<file path="config.mk">
export PLATFORM = sky130hd
export DESIGN_NAME = tfi_locate
export DESIGN_NICKNAME = d
export VERILOG_FILES = /design/src/sv/tfi_pkg.sv /design/src/sv/tfi_locate.sv
export SDC_FILE = /design/constraint.sdc
export NUM_CORES = 2
export LEC_CHECK = 0
export ABC_AREA = 1
export BUFFER_PORTS_ARGS = -buffer_cell sky130_fd_sc_hd__buf_2
export CORE_MARGIN = 5
export CORE_UTILIZATION = 40
export DETAILED_ROUTE_END_ITERATION = 10
export GPL_TIMING_DRIVEN = 1
export SETUP_SLACK_MARGIN = 0.2
export SYNTH_ARGS = -nofsm -noshare
export SYNTH_HDL_FRONTEND = slang
export SYNTH_SLANG_ARGS = --single-unit
</file>
<file path="constraint.sdc">
create_clock -name clk -period 9.1 [get_ports clk]
set_input_delay 1.82 -clock clk [delete_from_list [all_inputs] [get_ports clk]]
set_output_delay 1.82 -clock clk [all_outputs]
set_load 0.01 [all_outputs]
</file>
<file path="src/sv/tfi_pkg.sv">
`timescale 1ns / 1ps
`default_nettype none
// ----------------------------------------------------------------------------
// tfi_pkg
// Shared types and constants of the trilinear field interpolator.
// ----------------------------------------------------------------------------
package tfi_pkg;

	localparam int POS_BITS     = 32;
	localparam int STEP_BITS    = 32;
	localparam int AXIS_BITS    = 10;
	localparam int ADDR_IN_BITS = 15;
	localparam int CFG_IDX_BITS = 3;
	localparam int CFG_BITS     = 32;
	localparam int CORNERS      = 8;
	localparam int COMPONENTS   = 6;
	localparam int LIN_BITS     = 31;
	localparam int PLANE_BITS   = 2 * AXIS_BITS;
	localparam int OFF_BITS     = PLANE_BITS + 1;

	localparam logic OP_WRITE = 1'b0;
	localparam logic OP_QUERY = 1'b1;

	localparam logic [CFG_IDX_BITS-1:0] CFG_GRID_COUNTS = 3'd0;
	localparam logic [CFG_IDX_BITS-1:0] CFG_ORIGIN_X    = 3'd1;
	localparam logic [CFG_IDX_BITS-1:0] CFG_ORIGIN_Y    = 3'd2;
	localparam logic [CFG_IDX_BITS-1:0] CFG_ORIGIN_Z    = 3'd3;
	localparam logic [CFG_IDX_BITS-1:0] CFG_INV_STEP_X  = 3'd4;
	localparam logic [CFG_IDX_BITS-1:0] CFG_INV_STEP_Y  = 3'd5;
	localparam logic [CFG_IDX_BITS-1:0] CFG_INV_STEP_Z  = 3'd6;

	localparam logic [STEP_BITS-1:0] INV_STEP_RESET = 32'h0001_0000;

	typedef struct packed {
		logic signed [POS_BITS-1:0] origin;
		logic [STEP_BITS-1:0]       inv_step;
		logic [AXIS_BITS-1:0]       count;
	} axis_cfg_t;

	typedef struct packed {
		logic                 ok;
		logic [AXIS_BITS-1:0] idx;
	} axis_cell_t;

endpackage
`default_nettype wire

</file>
<file path="src/sv/tfi_locate.sv">
`timescale 1ns / 1ps
`default_nettype none
// ----------------------------------------------------------------------------
// tfi_locate
// One axis lane: offset, scale, split into cell index and fraction, range check.
// ----------------------------------------------------------------------------
module tfi_locate #(
	parameter int FRAC_BITS = 16
) (
	input  wire logic                                clk,
	input  wire logic                                en,
	input  wire tfi_pkg::axis_cfg_t                  cfg,
	input  wire logic signed [tfi_pkg::POS_BITS-1:0] pos,
	output tfi_pkg::axis_cell_t                      cell_s3,
	output logic [FRAC_BITS-1:0]                     frac_s3
);
	import tfi_pkg::*;

	localparam int PROD_BITS = POS_BITS + STEP_BITS;

	logic signed [POS_BITS:0] diff_s1;
	logic [PROD_BITS-1:0]     prod_c;
	logic [PROD_BITS-1:0]     prod_s2;
	logic                     bad_s2;
	logic [POS_BITS-1:0]      idx_c;

	assign prod_c = PROD_BITS'(diff_s1[POS_BITS-1:0]) * PROD_BITS'(cfg.inv_step);
	assign idx_c  = prod_s2[PROD_BITS-1 -: POS_BITS];

	always_ff @(posedge clk) begin
		if (en) begin
			diff_s1 <= {pos[POS_BITS-1], pos} - {cfg.origin[POS_BITS-1], cfg.origin};
			// below the origin only a zero scale keeps the point (at cell 0)
			if (diff_s1[POS_BITS]) begin
				prod_s2 <= '0;
				bad_s2  <= |cfg.inv_step;
			end else begin
				prod_s2 <= prod_c;
				bad_s2  <= 1'b0;
			end
			cell_s3.idx <= idx_c[AXIS_BITS-1:0];
			cell_s3.ok  <= !bad_s2 && (idx_c[POS_BITS-1:AXIS_BITS] == '0) &&
				(({1'b0, idx_c[AXIS_BITS-1:0]} + (AXIS_BITS+1)'(2)) <= {1'b0, cfg.count});
			frac_s3 <= prod_s2[STEP_BITS-1 -: FRAC_BITS];
		end
	end
endmodule
`default_nettype wire

</file>
==> flow_metrics.py <==
metrics = {
    "setup_path": {
        "timing.critical_path.from_type": "primary input",
        "r2r_slack_ps": 1170,
        "timing.critical_path.required_ps": 9280,
        "worst-endpoint-arrival_ps": 8860,
        "critical_path_class": "in -> reg",
        "endpoint_kind": "flip-flop",
        "critical_path_fanout_max": 18,
    },
    "drt": {
        "num_vias": 32400,
        "drc": 0,
        "ant_nets": 0,
        "viasPerCell": 4.77,
        "detail_route.wirelength_mm": 116,
        "initial_drt_markers": 2098,
        "routed_wire_length_per_instance_um": 17.1,
        "drt_pre_antenna_iters": 6,
    },
    "logic_synthesis": {
        "avgSynthCellArea_um2": 7.63,
        "yosys_warnings": 0,
        "yosys.area.top_type_share_pct": 43.5,
        "post_synth_inst_count": 5406,
        "syn-cell-area_mm2": 0.0412,
        "synth_area_leader_cell": "sky130_fd_sc_hd__fa_1",
        "synth-seq-area-share_pct": 7.94,
        "ys_types": 35,
        "synth-main-ff-cell": "sky130_fd_sc_hd__edfxtp_1",
        "synthArstFlopShare_pct": 0,
        "synth_fp_nets": 6713,
        "synth.ff_latch_count": 109,
        "synth_edf_count": 109,
        "synth.top_cells.by_area": "sky130_fd_sc_hd__fa_1 (43%), sky130_fd_sc_hd__inv_1 (16%), sky130_fd_sc_hd__nand2_1 (13%)",
    },
    "sta": {
        "final_min_period_over_clock_period_pct": 95.4,
        "rsz0062_at_grt": "no",
        "setup_viol": 0,
        "timing.final.crit_period_ps": 8680,
        "final_max_slew_viol_count": 0,
        "worst-slew-pin-transition_ps": 1150,
        "worst_slew_margin_rel_pct": 23.2,
        "clock-skew-final_ps": 21.5,
        "finalHoldViolCount": 0,
        "setup_total_negative_slack_ps": 0,
        "max_clock_freq_mhz": 115,
    },
    "hold_path": {
        "min_path_type": "reg -> reg",
    },
    "clock_tree": {
        "cts_made_buffers": 9,
        "clk_path_buf_depth": 2,
        "clk_transition_reported_paths_ps": 100,
        "cts_max_level": 3,
        "cts_tree": "yes",
        "clock_latency_late_sink_ps": 420,
        "cts.root.buffer_cell": "sky130_fd_sc_hd__clkbuf_16",
        "cts.sinks": 109,
        "post_cts_buffers": 0,
    },
    "placed_design": {
        "dpl.hpwl_mm": 99.1,
        "placement.io_buffers": 134,
        "place_congestion": 0.934,
    },
    "global_route": {
        "grt.overflow.total": 0,
        "first_global_vias": 34700,
        "grt_max_degree": 67,
        "grtUsageTotal_pct": 22.1,
        "grt_first_pass_wirelength_mm": 189,
        "antenna_violations_before_repair": 6,
    },
    "floorplanning": {
        "floorplan.core_area_mm2": 0.102,
        "core.rowCount": 117,
        "floorplan.initialDensity_pct": 40.4,
        "chipWidth_um": 331,
        "ioPinCount": 135,
        "die_h_um": 331,
        "dieArea_mm2": 0.110,
    },
    "final_layout": {
        "layout_commonest_cell": "sky130_fd_sc_hd__inv_1",
        "design.final.nets": 6719,
        "share_of_post_route_cells_with_drive_strength_above_1_pct": 4.56,
        "top_library_cells_by_usage_in_the_layout_fill_and_taps_aside": "sky130_fd_sc_hd__inv_1 (1733), sky130_fd_sc_hd__nand2_1 (1442), sky130_fd_sc_hd__fa_1 (896), sky130_fd_sc_hd__ha_1 (303), sky130_fd_sc_hd__nor2_1 (233)",
        "area_growth_pct": 6.12,
    },
    "status": {
        "status": "finished, final reports clean",
    },
    "flow_run": {
        "cap_viol_max_count": 0,
    },
}
==> worst paths after layout <==
kind / startpoint / to / depth (start not counted)
setup / recovery: cfg[17] / prod_s2[27] / 25
hold / removal: prod_s2[20] / frac_s3[4] / 0
setup reg to reg: diff_s1[9] / prod_s2[27] / 26
hold reg to reg: prod_s2[20] / frac_s3[4] / 0
==> synthesized netlist by cell type (9+ instances only) <==
master and instances:
sky130_fd_sc_hd__edfxtp_1 109, sky130_fd_sc_hd__a21oi_1 162, sky130_fd_sc_hd__nor3_1 18, sky130_fd_sc_hd__fa_1 896
sky130_fd_sc_hd__nor4_1 18, sky130_fd_sc_hd__inv_1 1734, sky130_fd_sc_hd__o21bai_1 11, sky130_fd_sc_hd__nand2_1 1442
sky130_fd_sc_hd__xor2_1 20, sky130_fd_sc_hd__nand4_1 15, sky130_fd_sc_hd__o21ai_0 84, sky130_fd_sc_hd__clkbuf_1 218
sky130_fd_sc_hd__o21a_1 9, sky130_fd_sc_hd__ha_1 303, sky130_fd_sc_hd__nand3_1 75, sky130_fd_sc_hd__nor2_1 233
==> kinds of logic (layout without fill, tap and decap cells) <==
| group | Yosys count | count (layout) | share of synthesized area, % |
|---|---|---|---|
| buffers and inverters | 1961 | 1972 | 17.9 |
| AND/OR/NAND/NOR | 1810 | 1810 | 17.0 |
| adder cells (fa/ha/maj) | 1199 | 1199 | 52.7 |
| AO/OA/AOI/OAI | 299 | 299 | 3.91 |
| flip-flops | 109 | 109 | 7.94 |
| XOR/XNOR | 28 | 28 | 0.595 |
| other | 0 | 6 | 0 |
==> final cells by class <==
type                    count  area [um2]
diodes                      6        15.0
clock buffers               9         225
clock inverters             7        81.3
fillers                 10400       58300
inverters                1734        6510
multi-input cells        3336       30600
flip-flops and latches    109        3270
well taps                1368        1710
repair buffers            222        1350
==> what timing repair did <==
action	CTS	global route
resized for setup	0	1
endpoints found under the setup margin	0	1
hold buffers	0	0
==> per-layer routing <==
layer / GRT usage [%] / part of all wire [%]
met1: 29.5 / 43
met2: 38.2 / 49
met3: 2.55 / 5.5
met4: 6.21 / 2.9
met5: 0 / 0.011
==> critical path: stages <==
cell                      delay [ps]
sky130_fd_sc_hd__buf_2           400
sky130_fd_sc_hd__buf_12          220
sky130_fd_sc_hd__nand2_1          60
sky130_fd_sc_hd__inv_1           100
sky130_fd_sc_hd__fa_1            450
sky130_fd_sc_hd__fa_1            490
sky130_fd_sc_hd__fa_1            530
sky130_fd_sc_hd__inv_1            50
sky130_fd_sc_hd__fa_1            470
sky130_fd_sc_hd__inv_1            50
sky130_fd_sc_hd__fa_1            480
sky130_fd_sc_hd__fa_1            560
sky130_fd_sc_hd__fa_1            450
sky130_fd_sc_hd__fa_1            490
sky130_fd_sc_hd__ha_1            450
sky130_fd_sc_hd__nand2_1         140
sky130_fd_sc_hd__nor2_1          220
sky130_fd_sc_hd__inv_1           100
sky130_fd_sc_hd__nor2_2          170
sky130_fd_sc_hd__inv_1           130
sky130_fd_sc_hd__nor3_2          180
sky130_fd_sc_hd__nand2_1          80
sky130_fd_sc_hd__nand2_1         190
sky130_fd_sc_hd__o21ai_0         110
sky130_fd_sc_hd__a21oi_1         420
==> flip-flops by register name (all words and copies together), names as in the netlist <==
name,cells
bad_s2,1
cell_s3,11
diff_s1,33
frac_s3,16
prod_s2,48
==> metrics by stage <==
stage | util (%) | hold slack, ps | instance area [um2] | setup WS, ps | std cells
final | 42.9 | 430 | 43800 | 417 | 6791
after global routing | 42.9 | 443 | 43800 | 211 | 6785
after CTS | 42.9 | 434 | 43800 | 525 | 6785
after detailed placement | 42.6 | 409 | 43500 | 92.5 | 6769
after global placement | 42.6 | 403 | 43500 | 38.3 | 6769
after floorplan | - | 400 | 41200 | 1130 | 5406
Power is not shown: default switching activity piles up to over one toggle a cycle in this logic, so the estimate is an artifact.
